### src/rtl/sdi_pkg.sv
// Shared types and constants for the SD/MMC card bring-up sequencer.
// Used by sdi_step and sd_mmc_card_init_sequencer; depends on nothing.
package sdi_pkg;

    typedef enum logic [3:0] {
        PH_IDLE   = 4'd0,
        PH_CMD0   = 4'd1,
        PH_CMD8   = 4'd2,
        PH_APP41  = 4'd3,
        PH_ACMD41 = 4'd4,
        PH_CMD1   = 4'd5,
        PH_CMD2   = 4'd6,
        PH_CMD3   = 4'd7,
        PH_CMD9   = 4'd8,
        PH_CMD7   = 4'd9,
        PH_APP6   = 4'd10,
        PH_ACMD6  = 4'd11,
        PH_CMD16  = 4'd12,
        PH_READY  = 4'd13,
        PH_FAILED = 4'd14
    } phase_t;

    localparam logic [1:0] RK_NONE  = 2'd0;
    localparam logic [1:0] RK_SHORT = 2'd1;
    localparam logic [1:0] RK_BUSY  = 2'd2;
    localparam logic [1:0] RK_LONG  = 2'd3;

    localparam logic [1:0] ST_BUSY   = 2'd0;
    localparam logic [1:0] ST_READY  = 2'd1;
    localparam logic [1:0] ST_FAILED = 2'd2;

    localparam logic       REQ_START    = 1'b0;
    localparam logic       REQ_COMPLETE = 1'b1;

    localparam logic [1:0] CFG_SD_V1_RETRY = 2'd0;
    localparam logic [1:0] CFG_SD_V2_RETRY = 2'd1;
    localparam logic [1:0] CFG_MMC_RETRY   = 2'd2;
    localparam logic [1:0] CFG_BLOCK_LEN   = 2'd3;

    localparam logic [5:0] CMD_GO_IDLE   = 6'd0;
    localparam logic [5:0] CMD_SEND_OP   = 6'd1;
    localparam logic [5:0] CMD_ALL_CID   = 6'd2;
    localparam logic [5:0] CMD_REL_ADDR  = 6'd3;
    localparam logic [5:0] CMD_BUS_WIDTH = 6'd6;
    localparam logic [5:0] CMD_SELECT    = 6'd7;
    localparam logic [5:0] CMD_IF_COND   = 6'd8;
    localparam logic [5:0] CMD_SEND_CSD  = 6'd9;
    localparam logic [5:0] CMD_BLOCK_LEN = 6'd16;
    localparam logic [5:0] CMD_SD_OP     = 6'd41;
    localparam logic [5:0] CMD_APP       = 6'd55;

    localparam logic [31:0] IF_COND_ARG   = 32'h0000_01aa;
    localparam logic [8:0]  IF_COND_ECHO  = 9'h1aa;
    localparam logic [31:0] OCR_ARG_HCS   = 32'h4030_0000;
    localparam logic [31:0] OCR_ARG_STD   = 32'h0030_0000;
    localparam logic [3:0]  CSD_V2_NIBBLE = 4'h4;
    localparam logic [15:0] BUS_4BIT_ARG  = 16'h0002;

    localparam logic [5:0]  SD_V1_RETRY_RST = 6'd10;
    localparam logic [5:0]  SD_V2_RETRY_RST = 6'd50;
    localparam logic [5:0]  MMC_RETRY_RST   = 6'd10;
    localparam logic [12:0] BLOCK_LEN_RST   = 13'd512;

    typedef struct packed {
        logic        req_type;
        logic        cmd_ok;
        logic [31:0] resp_word;
    } req_item_t;

    typedef struct packed {
        logic        cmd_valid;
        logic [5:0]  cmd_index;
        logic [31:0] cmd_arg;
        logic [1:0]  resp_kind;
        logic        delay_first;
        logic [1:0]  init_status;
        logic        card_is_sd;
        logic        card_is_sdhc;
        logic [15:0] card_rca;
    } rsp_item_t;

    typedef struct packed {
        logic [5:0]  sd_v1_retry_limit;
        logic [5:0]  sd_v2_retry_limit;
        logic [5:0]  mmc_retry_limit;
        logic [12:0] block_length;
    } cfg_t;

    typedef struct packed {
        phase_t      phase;
        logic [5:0]  retries_left;
        logic        version2_flag;
        logic        sd_flag;
        logic        high_capacity_flag;
        logic [15:0] relative_address;
    } card_state_t;

endpackage

### src/rtl/sdi_step.sv
// Next-state and command decision for one request item.
// Depends on sdi_pkg for the item, config and card state types.
module sdi_step (
    input  sdi_pkg::card_state_t cur,
    input  sdi_pkg::cfg_t        cfg,
    input  sdi_pkg::req_item_t   req,
    output sdi_pkg::card_state_t nxt,
    output sdi_pkg::rsp_item_t   rsp
);

    logic        v2;
    logic [5:0]  limit;
    logic        op_done;
    logic [31:0] rca_arg;
    logic [31:0] blk_arg;

    always_comb
    begin
        v2      = req.cmd_ok && (req.resp_word[8:0] == sdi_pkg::IF_COND_ECHO);
        limit   = v2 ? cfg.sd_v2_retry_limit : cfg.sd_v1_retry_limit;
        op_done = req.cmd_ok && req.resp_word[31];
        rca_arg = {cur.relative_address, 16'h0000};
        blk_arg = {19'd0, cfg.block_length};

        nxt = cur;
        rsp = '0;

        if (req.req_type == sdi_pkg::REQ_START)
        begin
            nxt.retries_left       = '0;
            nxt.version2_flag      = 1'b0;
            nxt.sd_flag            = 1'b0;
            nxt.high_capacity_flag = 1'b0;
            nxt.relative_address   = '0;
            nxt.phase              = sdi_pkg::PH_CMD0;
            rsp.cmd_valid          = 1'b1;
            rsp.cmd_index          = sdi_pkg::CMD_GO_IDLE;
            rsp.resp_kind          = sdi_pkg::RK_NONE;
        end
        else
        begin
            case (cur.phase)
                sdi_pkg::PH_CMD0:
                begin
                    nxt.phase     = sdi_pkg::PH_CMD8;
                    rsp.cmd_valid = 1'b1;
                    rsp.cmd_index = sdi_pkg::CMD_IF_COND;
                    rsp.cmd_arg   = sdi_pkg::IF_COND_ARG;
                    rsp.resp_kind = sdi_pkg::RK_SHORT;
                end
                sdi_pkg::PH_CMD8:
                begin
                    nxt.version2_flag = v2;
                    if (limit == 6'd0)
                    begin
                        if (cfg.mmc_retry_limit == 6'd0)
                        begin
                            nxt.retries_left = '0;
                            nxt.phase        = sdi_pkg::PH_FAILED;
                        end
                        else
                        begin
                            nxt.retries_left = cfg.mmc_retry_limit - 6'd1;
                            nxt.phase        = sdi_pkg::PH_CMD1;
                            rsp.cmd_valid    = 1'b1;
                            rsp.cmd_index    = sdi_pkg::CMD_SEND_OP;
                            rsp.resp_kind    = sdi_pkg::RK_SHORT;
                        end
                    end
                    else
                    begin
                        nxt.retries_left = limit - 6'd1;
                        nxt.phase        = sdi_pkg::PH_APP41;
                        rsp.cmd_valid    = 1'b1;
                        rsp.cmd_index    = sdi_pkg::CMD_APP;
                        rsp.resp_kind    = sdi_pkg::RK_SHORT;
                    end
                end
                sdi_pkg::PH_APP41:
                begin
                    nxt.phase     = sdi_pkg::PH_ACMD41;
                    rsp.cmd_valid = 1'b1;
                    rsp.cmd_index = sdi_pkg::CMD_SD_OP;
                    rsp.cmd_arg   = cur.version2_flag ? sdi_pkg::OCR_ARG_HCS
                                                      : sdi_pkg::OCR_ARG_STD;
                    rsp.resp_kind = sdi_pkg::RK_SHORT;
                end
                sdi_pkg::PH_ACMD41:
                begin
                    if (op_done)
                    begin
                        nxt.sd_flag   = 1'b1;
                        nxt.phase     = sdi_pkg::PH_CMD2;
                        rsp.cmd_valid = 1'b1;
                        rsp.cmd_index = sdi_pkg::CMD_ALL_CID;
                        rsp.resp_kind = sdi_pkg::RK_LONG;
                    end
                    else if (cur.retries_left != 6'd0)
                    begin
                        nxt.retries_left = cur.retries_left - 6'd1;
                        nxt.phase        = sdi_pkg::PH_APP41;
                        rsp.cmd_valid    = 1'b1;
                        rsp.cmd_index    = sdi_pkg::CMD_APP;
                        rsp.resp_kind    = sdi_pkg::RK_SHORT;
                        rsp.delay_first  = 1'b1;
                    end
                    else if (cfg.mmc_retry_limit == 6'd0)
                    begin
                        nxt.retries_left = '0;
                        nxt.phase        = sdi_pkg::PH_FAILED;
                    end
                    else
                    begin
                        nxt.retries_left = cfg.mmc_retry_limit - 6'd1;
                        nxt.phase        = sdi_pkg::PH_CMD1;
                        rsp.cmd_valid    = 1'b1;
                        rsp.cmd_index    = sdi_pkg::CMD_SEND_OP;
                        rsp.resp_kind    = sdi_pkg::RK_SHORT;
                        rsp.delay_first  = 1'b1;
                    end
                end
                sdi_pkg::PH_CMD1:
                begin
                    if (op_done)
                    begin
                        nxt.phase     = sdi_pkg::PH_CMD2;
                        rsp.cmd_valid = 1'b1;
                        rsp.cmd_index = sdi_pkg::CMD_ALL_CID;
                        rsp.resp_kind = sdi_pkg::RK_LONG;
                    end
                    else if (cur.retries_left != 6'd0)
                    begin
                        nxt.retries_left = cur.retries_left - 6'd1;
                        nxt.phase        = sdi_pkg::PH_CMD1;
                        rsp.cmd_valid    = 1'b1;
                        rsp.cmd_index    = sdi_pkg::CMD_SEND_OP;
                        rsp.resp_kind    = sdi_pkg::RK_SHORT;
                        rsp.delay_first  = 1'b1;
                    end
                    else
                    begin
                        nxt.phase = sdi_pkg::PH_FAILED;
                    end
                end
                sdi_pkg::PH_CMD2:
                begin
                    if (!req.cmd_ok)
                    begin
                        nxt.phase = sdi_pkg::PH_FAILED;
                    end
                    else
                    begin
                        nxt.phase     = sdi_pkg::PH_CMD3;
                        rsp.cmd_valid = 1'b1;
                        rsp.cmd_index = sdi_pkg::CMD_REL_ADDR;
                        rsp.resp_kind = sdi_pkg::RK_SHORT;
                    end
                end
                sdi_pkg::PH_CMD3:
                begin
                    if (!req.cmd_ok)
                    begin
                        nxt.phase = sdi_pkg::PH_FAILED;
                    end
                    else
                    begin
                        nxt.relative_address = cur.sd_flag ? req.resp_word[31:16] : 16'h0000;
                        nxt.phase            = sdi_pkg::PH_CMD9;
                        rsp.cmd_valid        = 1'b1;
                        rsp.cmd_index        = sdi_pkg::CMD_SEND_CSD;
                        rsp.cmd_arg          = {nxt.relative_address, 16'h0000};
                        rsp.resp_kind        = sdi_pkg::RK_LONG;
                    end
                end
                sdi_pkg::PH_CMD9:
                begin
                    if (!req.cmd_ok)
                    begin
                        nxt.phase = sdi_pkg::PH_FAILED;
                    end
                    else
                    begin
                        nxt.high_capacity_flag =
                            (req.resp_word[31:28] == sdi_pkg::CSD_V2_NIBBLE);
                        nxt.phase     = sdi_pkg::PH_CMD7;
                        rsp.cmd_valid = 1'b1;
                        rsp.cmd_index = sdi_pkg::CMD_SELECT;
                        rsp.cmd_arg   = rca_arg;
                        rsp.resp_kind = sdi_pkg::RK_BUSY;
                    end
                end
                sdi_pkg::PH_CMD7:
                begin
                    if (!req.cmd_ok)
                    begin
                        nxt.phase = sdi_pkg::PH_FAILED;
                    end
                    else if (cur.sd_flag)
                    begin
                        nxt.phase     = sdi_pkg::PH_APP6;
                        rsp.cmd_valid = 1'b1;
                        rsp.cmd_index = sdi_pkg::CMD_APP;
                        rsp.cmd_arg   = rca_arg;
                        rsp.resp_kind = sdi_pkg::RK_SHORT;
                    end
                    else
                    begin
                        nxt.phase     = sdi_pkg::PH_CMD16;
                        rsp.cmd_valid = 1'b1;
                        rsp.cmd_index = sdi_pkg::CMD_BLOCK_LEN;
                        rsp.cmd_arg   = blk_arg;
                        rsp.resp_kind = sdi_pkg::RK_SHORT;
                    end
                end
                sdi_pkg::PH_APP6:
                begin
                    if (!req.cmd_ok)
                    begin
                        nxt.phase = sdi_pkg::PH_FAILED;
                    end
                    else
                    begin
                        nxt.phase     = sdi_pkg::PH_ACMD6;
                        rsp.cmd_valid = 1'b1;
                        rsp.cmd_index = sdi_pkg::CMD_BUS_WIDTH;
                        rsp.cmd_arg   = {cur.relative_address, sdi_pkg::BUS_4BIT_ARG};
                        rsp.resp_kind = sdi_pkg::RK_SHORT;
                    end
                end
                sdi_pkg::PH_ACMD6:
                begin
                    if (!req.cmd_ok)
                    begin
                        nxt.phase = sdi_pkg::PH_FAILED;
                    end
                    else
                    begin
                        nxt.phase     = sdi_pkg::PH_CMD16;
                        rsp.cmd_valid = 1'b1;
                        rsp.cmd_index = sdi_pkg::CMD_BLOCK_LEN;
                        rsp.cmd_arg   = blk_arg;
                        rsp.resp_kind = sdi_pkg::RK_SHORT;
                    end
                end
                sdi_pkg::PH_CMD16:
                begin
                    nxt.phase = req.cmd_ok ? sdi_pkg::PH_READY : sdi_pkg::PH_FAILED;
                end
                default:
                begin
                    nxt = cur;
                end
            endcase
        end

        if (nxt.phase == sdi_pkg::PH_READY)
        begin
            rsp.init_status = sdi_pkg::ST_READY;
        end
        else if (nxt.phase == sdi_pkg::PH_FAILED)
        begin
            rsp.init_status = sdi_pkg::ST_FAILED;
        end
        else
        begin
            rsp.init_status = sdi_pkg::ST_BUSY;
        end
        rsp.card_is_sd   = nxt.sd_flag;
        rsp.card_is_sdhc = nxt.high_capacity_flag;
        rsp.card_rca     = nxt.relative_address;
    end

endmodule

### src/rtl/sd_mmc_card_init_sequencer.sv
// Top level of the SD/MMC card bring-up sequencer: input register, card state,
// configuration registers and result register. Depends on sdi_pkg and sdi_step.
//
//   channel  signals                        direction  item
//   req      req_valid, req_stall, req      in         start or command completion
//   rsp      rsp_valid, rsp_stall, rsp      out        next command and card status
//   cfg      cfg_we, cfg_index, cfg_data    in         retry limits, block length
//
// One item per cycle unless rsp stalls; an item taken on req goes into the input
// register, then the result register, which drives rsp. The card state updates as
// the item moves from the input register to the result register, so consecutive
// items see each other's effects. A stall on rsp with a full result register holds
// both registers and raises req_stall once the input register is full. Reset
// clears the card state and loads default limits.
module sd_mmc_card_init_sequencer (
    input  logic               clk,
    input  logic               rst_n,
    input  logic               req_valid,
    output logic               req_stall,
    input  sdi_pkg::req_item_t req,
    output logic               rsp_valid,
    input  logic               rsp_stall,
    output sdi_pkg::rsp_item_t rsp,
    input  logic               cfg_we,
    input  logic [1:0]         cfg_index,
    input  logic [12:0]        cfg_data
);

    logic                 in_valid_reg;
    sdi_pkg::req_item_t   in_item_reg;
    logic                 out_valid_reg;
    sdi_pkg::rsp_item_t   out_item_reg;
    sdi_pkg::card_state_t state_reg;
    sdi_pkg::card_state_t state_next;
    sdi_pkg::cfg_t        cfg_reg;
    sdi_pkg::rsp_item_t   step_rsp;
    logic                 advance;

    assign advance   = in_valid_reg && (!out_valid_reg || !rsp_stall);
    assign req_stall = in_valid_reg && !advance;
    assign rsp_valid = out_valid_reg;
    assign rsp       = out_item_reg;

    sdi_step u_step (
        .cur (state_reg),
        .cfg (cfg_reg),
        .req (in_item_reg),
        .nxt (state_next),
        .rsp (step_rsp)
    );

    always_ff @(posedge clk or negedge rst_n)
    begin
        if (!rst_n)
        begin
            in_valid_reg  <= 1'b0;
            out_valid_reg <= 1'b0;
        end
        else
        begin
            if (!req_stall)
            begin
                in_valid_reg <= req_valid;
            end
            if (advance)
            begin
                out_valid_reg <= 1'b1;
            end
            else if (!rsp_stall)
            begin
                out_valid_reg <= 1'b0;
            end
        end
    end

    always_ff @(posedge clk)
    begin
        if (!req_stall && req_valid)
        begin
            in_item_reg <= req;
        end
        if (advance)
        begin
            out_item_reg <= step_rsp;
        end
    end

    always_ff @(posedge clk or negedge rst_n)
    begin
        if (!rst_n)
        begin
            state_reg.phase              <= sdi_pkg::PH_IDLE;
            state_reg.retries_left       <= '0;
            state_reg.version2_flag      <= 1'b0;
            state_reg.sd_flag            <= 1'b0;
            state_reg.high_capacity_flag <= 1'b0;
            state_reg.relative_address   <= '0;
        end
        else if (advance)
        begin
            state_reg <= state_next;
        end
    end

    always_ff @(posedge clk or negedge rst_n)
    begin
        if (!rst_n)
        begin
            cfg_reg.sd_v1_retry_limit <= sdi_pkg::SD_V1_RETRY_RST;
            cfg_reg.sd_v2_retry_limit <= sdi_pkg::SD_V2_RETRY_RST;
            cfg_reg.mmc_retry_limit   <= sdi_pkg::MMC_RETRY_RST;
            cfg_reg.block_length      <= sdi_pkg::BLOCK_LEN_RST;
        end
        else if (cfg_we)
        begin
            case (cfg_index)
                sdi_pkg::CFG_SD_V1_RETRY: cfg_reg.sd_v1_retry_limit <= cfg_data[5:0];
                sdi_pkg::CFG_SD_V2_RETRY: cfg_reg.sd_v2_retry_limit <= cfg_data[5:0];
                sdi_pkg::CFG_MMC_RETRY:   cfg_reg.mmc_retry_limit   <= cfg_data[5:0];
                sdi_pkg::CFG_BLOCK_LEN:   cfg_reg.block_length      <= cfg_data;
                default:                  cfg_reg <= cfg_reg;
            endcase
        end
    end

    a_idle_fields_zero: assert property (@(posedge clk) disable iff (!rst_n)
        (out_valid_reg && !out_item_reg.cmd_valid) |->
            (out_item_reg.cmd_index == 6'd0 && out_item_reg.cmd_arg == 32'd0 &&
             out_item_reg.resp_kind == sdi_pkg::RK_NONE && !out_item_reg.delay_first))
        else $error("command fields set without a command");

    a_done_no_cmd: assert property (@(posedge clk) disable iff (!rst_n)
        (out_valid_reg && (out_item_reg.init_status == sdi_pkg::ST_READY ||
                           out_item_reg.init_status == sdi_pkg::ST_FAILED)) |->
            !out_item_reg.cmd_valid)
        else $error("command issued with final status");

    a_mmc_no_rca: assert property (@(posedge clk) disable iff (!rst_n)
        !state_reg.sd_flag |-> (state_reg.relative_address == 16'h0000))
        else $error("nonzero RCA for a card not detected as SD");

    a_advance_updates: assert property (@(posedge clk) disable iff (!rst_n)
        advance |=> out_valid_reg)
        else $error("processed item did not reach the result register");

endmodule
### config.mk
export PLATFORM = sky130hd
export DESIGN_NAME = sd_mmc_card_init_sequencer
export DESIGN_NICKNAME = d
export VERILOG_FILES = /design/src/rtl/sdi_pkg.sv /design/src/rtl/sdi_step.sv /design/src/rtl/sd_mmc_card_init_sequencer.sv
export SDC_FILE = /design/constraint.sdc
export NUM_CORES = 1
export LEC_CHECK = 0
export ABC_CLOCK_PERIOD_IN_PS = 3100
export BUFFER_PORTS_ARGS = -buffer_cell sky130_fd_sc_hd__clkbuf_2
export CAP_MARGIN = 20
export CORE_MARGIN = 2
export CORE_UTILIZATION = 53
export CTS_BUF_LIST = sky130_fd_sc_hd__clkbuf_4 sky130_fd_sc_hd__clkbuf_8
export CTS_CLUSTER_SIZE = 30
export DETAILED_ROUTE_END_ITERATION = 10
export PLACE_DENSITY = 0.81
export SYNTH_ARGS = -nofsm -noshare
export SYNTH_HDL_FRONTEND = slang
export SYNTH_SLANG_ARGS = --single-unit
### constraint.sdc
create_clock -name clk -period 3.1 [get_ports clk]
set_clock_uncertainty 0.15 [all_clocks]
set_input_delay 0.62 -clock clk [delete_from_list [all_inputs] [get_ports clk]]
set_output_delay 0.62 -clock clk [all_outputs]
set_load 0.005 [all_outputs]
==> metrics.yaml, run 1 <==
status: "completed"
design_area_sq_um: 8120
grt_max_degree: 63
start_util_pct: 54.5
wirelength_microns: 16400
place.gp.congestion: 0.932
power_density_nw_per_um2: 691
clk_latency_ns: 0.45
cts_tree: "built"
worst_setup_path_start_kind: "flip-flop"
timing.rr.end: "rsp[19]$_SDFFCE_PN0P_"
drive_above_1_share_pct: 30.4
synthTopCellsByCount: "86 x edfxtp_1, 83 x nand2_1, 54 x dfrtp_1, 39 x a21oi_1, 35 x mux2_2"
drt_iter0_drc: 457
fin_hold_ws_ns: 0.193
grt_pass1_wl_microns: 26600
yosysMostFrequentCell: "edfxtp_1"
dr.pass1.iters: 5
crit_path_end: "rsp[19]$_SDFFCE_PN0P_"
worstPathArrival_ns: 2.98
setup-tns-final_ns: 0
cts_root_buffer: "clkbuf_8"
report.final.slew_viol_count: 0
netlist_area_sq_um: 6940
clkSinkCount: 148
place_hpwl_microns: 11400
viasPerCell: 5.92
pre_cts_ws_ns: 0.0402
drv_cap: 0
largest_register_ffs: 59
r2r_cells: 9
io_buffers: 107
chipHeight_microns: 118
worstReg2RegStart: "in_item_reg[4]$_DFFE_PP_"
post-route-drc-count: 0
crit_required_ns: 3.14
synth_seq_cells: 148
area_growth_pct: 17.1
netlist_top_cells_area: "edfxtp_1 37%, dfrtp_1 19%, mux2_2 5.7%"
yosysTopAreaCellShare_pct: 37.2
grt_pass1_vias: 5315
yosysWarnings: 0
pin_count: 118
vias: 5320
maxSlewHeadroom_pct: 45.7
antenna_found_initial: 0
avgSynthCellArea_sq_um: 11.6
postCtsHoldBufs: 0
finalSetupViolCount: 0
final_net_count: 771
min_path_type: "in -> reg"
clock_path_buffers: 2
core_area_sq_um: 12700
die_x_microns: 118
synth-edff-count: 86
cp_max_fo: 4
cts_made_buffers: 17
leakage_nw: 3.23
ys_async_sr_fraction_pct: 41.9
ys_seq_area_share_pct: 59.7
synthDistinctLibCells: 68
worst_slack_ns: 0.167
cp-startpoint: "in_item_reg[4]$_DFFE_PP_"
synth_ff_type: "edfxtp_1"
worst_slew_pin_slew_ns: 0.812
wl_per_cell_microns: 18.2
clkTransAtPathRegs_ns: 0.08
grt-ovfl-total: 0
rows: 41
grtUsageTotal_pct: 24.1
fmax_mhz: 341
htree_levels: 4
yosys.area.top_type: "edfxtp_1"
die-area_sq_um: 14000
drtAntennaViolNets: 0
fin_crit_sh_pct: 94.6
placed_area_sq_um: 7730
period_minus_slack_ns: 2.93
reg2reg_slack_ns: 0.17
cp-end-kind: "flip-flop"
power_mw: 5.61
hold_viol: 0
critPathKind: "reg -> reg"
n_antenna_cell: 0
synth_cells: 597
ir_drop_mv: 0.482
## how the worst min path moves through the flow
| stage | startpoint | to | slack (ns) | cells past startpoint |
|---|---|---|---|---|
| after floorplan | rst_n | cfg_reg[0]$_DFFE_PN0P_ | 0.17 | 0 |
| after CTS | req[22] | in_item_reg[22]$_DFFE_PP_ | 0.17 | 1 |
| after global routing | req[18] | in_item_reg[18]$_DFFE_PP_ | 0.15 | 1 |
| after global placement | in_valid_reg$_DFFE_PN0N_ | rsp_valid$_DFFE_PN0P_ | 0.32 | 1 |
| final | req[22] | in_item_reg[22]$_DFFE_PP_ | 0.19 | 1 |
| after detailed placement | cfg_reg[4]$_DFFE_PN0P_ | cfg_reg[4]$_DFFE_PN0P_ | 0.34 | 1 |
## stage by stage
stage	instances	utilization, %
detailed placement	866	60.8
finish	899	63.9
global placement	866	60.8
floorplan	599	-
global route	899	63.9
CTS	898	63.7
## routing by layer
| layer | GRT usage [%] | up-vias | wire length [microns] |
|---|---|---|---|
| li1 | - | 2432 | - |
| met1 | 32.3 | 2604 | 6980 |
| met2 | 36.9 | 250 | 7710 |
| met3 | 7.19 | 34 | 1340 |
| met4 | 9.97 | 0 | 342 |
| met5 | 0 | - | 0 |
## timing repair
action / CTS / global route
endpoints found under the setup margin: 0 / 12
buffers inserted: 0 / 1
gates resized for setup: 0 / 4
endpoints found under the hold margin: 0 / 0
## worst max-delay path, cell delays in order (launching register included)
cell	delay, ns
edfxtp_1	0.36
nor4bb_1	0.33
and4_4	0.32
mux2i_2	0.25
ha_1	0.22
nand3_1	0.13
mux2_2	0.33
a21oi_1	0.22
a31oi_1	0.15
and3_1	0.22
## layout by cell type (no fill, tap or decap), drive strengths merged, types with 9 or more instances in the layout
cell / netlist / routed
clkbuf: 21 / 127
mux2i: 9 / 9
nand3: 11 / 11
buf: 13 / 23
nor3: 17 / 17
o21ai: 20 / 20
nor2: 33 / 33
mux2: 35 / 35
a21oi: 39 / 39
nand2b: 10 / 10
and2: 14 / 14
a21boi: 15 / 15
a22o: 19 / 19
nand2: 83 / 83
dfrtp: 54 / 54
inv: 12 / 14
edfxtp: 86 / 86
## layout make-up
class | count | area (sq um)
well taps | 172 | 215
clock buffers | 20 | 263
inverters | 12 | 45.0
clock inverters | 12 | 109
repair buffers | 130 | 721
fillers | 973 | 4600
multi-input cells | 405 | 2630
flip-flops and latches | 148 | 4140
## kinds of logic (layout without fill, tap and decap cells)
group | Yosys count | after routing | share of synthesized area (%)
fa+ha+maj | 3 | 3 | 0.541
compound gates | 138 | 138 | 13.7
xor+xnor | 8 | 8 | 1.01
other cells | 1 | 3 | 0.0540
flops | 148 | 148 | 59.7
buf+inv | 46 | 174 | 2.92
simple gates | 209 | 209 | 15.1
mux | 44 | 44 | 6.98
## power breakdown
part	switching (mW)	internal [mW]
Sequential	0.212	2.37
Clock	0.721	0.673
Combinational	0.962	0.675
Total	1.89	3.72
Power figures use the tool's default switching activity.
==> inputs of run 2 (changes only) <==
--- a/config.mk
+++ b/config.mk
@@ -14,6 +14,7 @@
 export CTS_CLUSTER_SIZE = 30
 export DETAILED_ROUTE_END_ITERATION = 10
 export PLACE_DENSITY = 0.81
+export REMOVE_ABC_BUFFERS = 1
 export SYNTH_ARGS = -nofsm -noshare
 export SYNTH_HDL_FRONTEND = slang
 export SYNTH_SLANG_ARGS = --single-unit
==> run 2 against run 1 <==
Net effect:
- clock power is essentially flat
- core utilization grew 0.19 points
- sequential power is essentially flat
- final cell count grew 0.11%
- sequential share of layout area shrank 0.15 points
- critical path type unchanged
- power is essentially flat
- via count shrank 1.8%
- highest routed layer unchanged
- maximum frequency grew 0.44%
- critical endpoint unchanged
==> metrics.yaml, run 2 (synthesis results as in run 1) <==
grt_pass1_wl_microns: 25600  # was 26600 microns
post-route-drc-count: 0  # unchanged
cp-startpoint: "in_item_reg[4]$_DFFE_PP_"  # unchanged
worst_slew_pin_slew_ns: 0.853  # was 0.812 ns
status: "completed"  # unchanged
period_minus_slack_ns: 2.92  # was 2.93 ns
r2r_cells: 9  # unchanged
cts_root_buffer: "clkbuf_8"  # unchanged
cp_cell_sequence: "nor4bb_2 -> and4_4 -> mux2i_2 -> ha_2 -> nand3_1 -> mux2_4 -> a21oi_2 -> a31oi_1 -> and3_1"  # was nor4bb_1 -> and4_4 -> mux2i_2 -> ha_1 -> nand3_1 -> mux2_2 -> a21oi_1 -> a31oi_1 -> and3_1
crit_cells: 9  # unchanged
cts_tree: "built"  # unchanged
p_switching_mw: 1.97  # was 1.89 mW
drt_iter0_drc: 455  # was 457
place.gp.congestion: 0.935  # was 0.932
dr.pass1.iters: 5  # unchanged
placed_area_sq_um: 7720  # was 7730 sq um
min_path_type: "in -> reg"  # unchanged
wl_per_cell_microns: 17.4  # was 18.2 microns
grtUsageTotal_pct: 23.2  # was 24.1%
core_area_sq_um: 12700  # unchanged
crit_buf_inv: 0  # unchanged
area_growth_pct: 17.4  # was 17.1%
n_antenna_cell: 0  # unchanged
crit_family: "simple AND/OR/NAND/NOR gates"  # unchanged
clkSinkCount: 148  # unchanged
crit_required_ns: 3.17  # was 3.14 ns
slowest_delay_ns: 0.39  # was 0.36 ns
clkPwrFrac_pct: 25.0  # was 24.8%
cp_max_fo: 6  # was 4
final_common_cell: "clkbuf_2"  # unchanged
htree_levels: 4  # unchanged
min_from: "req[27]"  # was req[22]
maxSlewHeadroom_pct: 43.0  # was 45.7%
final_net_count: 772  # was 771
post_cts_buffers: 0  # unchanged
hold_viol: 0  # unchanged
fin_util_pct: 64.0  # was 63.9%
crit_path_end: "rsp[19]$_SDFFCE_PN0P_"  # unchanged
power_mw: 5.61  # about the same
ir_drop_mv: 0.314  # was 0.482 mV
swShare_pct: 35.1  # was 33.8%
cpMaxStageDelayCell: "edfxtp_1"  # unchanged
timing.rr.end: "rsp[19]$_SDFFCE_PN0P_"  # unchanged
worstReg2RegStart: "in_item_reg[4]$_DFFE_PP_"  # unchanged
io_buffers: 107  # unchanged
drtAntennaViolNets: 0  # unchanged
grt_max_degree: 28  # was 63
grt_pass1_vias: 5255  # was 5315
power_density_nw_per_um2: 689  # was 691 nW/um^2
largest_register_ffs: 59  # unchanged
clock_path_buffers: 2  # unchanged
clkTransAtPathRegs_ns: 0.09  # was 0.08 ns
pin_count: 118  # unchanged
viasPerCell: 5.81  # was 5.92
p_int_mw: 3.64  # was 3.72 mW
fin_hold_ws_ns: 0.181  # was 0.193 ns
die-area_sq_um: 14000  # unchanged
worstPathArrival_ns: 2.99  # was 2.98 ns
report.final.slew_viol_count: 0  # unchanged
cp-end-kind: "flip-flop"  # unchanged
fin_crit_sh_pct: 94.2  # was 94.6%
drive_above_1_share_pct: 30.9  # was 30.4%
reg2reg_slack_ns: 0.18  # was 0.17 ns
place_hpwl_microns: 11200  # was 11400 microns
worst_setup_path_start_kind: "flip-flop"  # unchanged
start_util_pct: 54.5  # unchanged
antenna_found_initial: 0  # unchanged
clk_latency_ns: 0.45  # about the same
cts_made_buffers: 17  # unchanged
vias: 5225  # was 5320
critPathKind: "reg -> reg"  # unchanged
pwr-share-comb_pct: 28.8  # was 29.2%
final_cell_mix: "106 x clkbuf_2, 86 x edfxtp_1, 83 x nand2_1"  # was 107 x clkbuf_2, 86 x edfxtp_1, 83 x nand2_1
fmax_mhz: 342  # was 341 MHz
chipHeight_microns: 118  # unchanged
rows: 41  # unchanged
drv_cap: 0  # unchanged
pwr-share-seq_pct: 46.2  # was 46.0%
finalSetupViolCount: 0  # unchanged
grt-ovfl-total: 0  # unchanged
wirelength_microns: 15700  # was 16400 microns
die_x_microns: 118  # unchanged
leakage_nw: 3.25  # was 3.23 nW
design_area_sq_um: 8150  # was 8120 sq um
## run 2: changes by cell type in the layout (fill, tap and decap cells not counted), moves of 2 or more
cell        change
inv_8           +6
clkbuf_4        -2
inv_6           +2
clkinvlp_4      -3
a21oi_2         +2
a21oi_1         -2
## run 2: worst register-to-register path: stages, from the launching register on
cell and delay, ns:
edfxtp_1 0.39, nor4bb_2 0.31, and4_4 0.30, mux2i_2 0.24, ha_2 0.23, nand3_1 0.13, mux2_4 0.34, a21oi_2 0.20
a31oi_1 0.17, and3_1 0.22
## run 2: power groups by stage
stage	sequential (mW)	combinational (mW)	clock [mW]
6_report	2.59	1.62	1.40
5_1_grt	2.62	1.79	1.51
4_1_cts	2.59	1.58	1.43
3_5_place_dp	2.63	1.57	0
3_3_place_gp	2.61	1.54	0
2_1_floorplan	2.64	1.01	0
## run 2: worst min-delay path by stage
stage,endpoint,slack [ns],cells past startpoint
floorplan,cfg_reg[0]$_DFFE_PN0P_,0.17,0
global placement,rsp_valid$_DFFE_PN0P_,0.32,1
detailed placement,state_reg[4]$_DFFE_PN0P_,0.33,1
CTS,in_item_reg[6]$_DFFE_PP_,0.16,1
global route,in_item_reg[6]$_DFFE_PP_,0.15,1
finish,in_item_reg[27]$_DFFE_PP_,0.18,1
## run 2: area by class of cell
type | count | area, sq um
clock buffers | 17 | 234
multi-input cells | 405 | 2660
well taps | 172 | 215
flip-flops and latches | 148 | 4140
fillers | 979 | 4570
inverters | 12 | 45.0
clock inverters | 15 | 136
repair buffers | 131 | 718
## run 2: per-stage QoR
step / setup TNS (ns) / setup WS [ns] / std cells
2_1_floorplan: -0.00403 / -0.00403 / 565
3_3_place_gp: 0 / 0.127 / 867
3_5_place_dp: 0 / 0.0413 / 867
4_1_cts: 0 / 0.0212 / 900
5_1_grt: -0.000547 / -0.000547 / 900
6_report: 0 / 0.180 / 900
## run 2: per-layer routing
metal | routed length [microns] | up-vias | GRT usage [%] | share of wire, %
met5 | 0 | - | 0 | 0
met4 | 323 | 0 | 10.9 | 2.1
met3 | 1070 | 32 | 4.83 | 6.8
met2 | 7960 | 231 | 37.7 | 51
met1 | 6330 | 2519 | 29.8 | 40
li1 | - | 2443 | - | -
## run 2: repair_timing
action | in CTS | in global routing
hold buffers | 1 | 0
hold endpoints to repair | 13 | 0
resized for setup | 0 | 12
setup endpoints to repair | 0 | 13
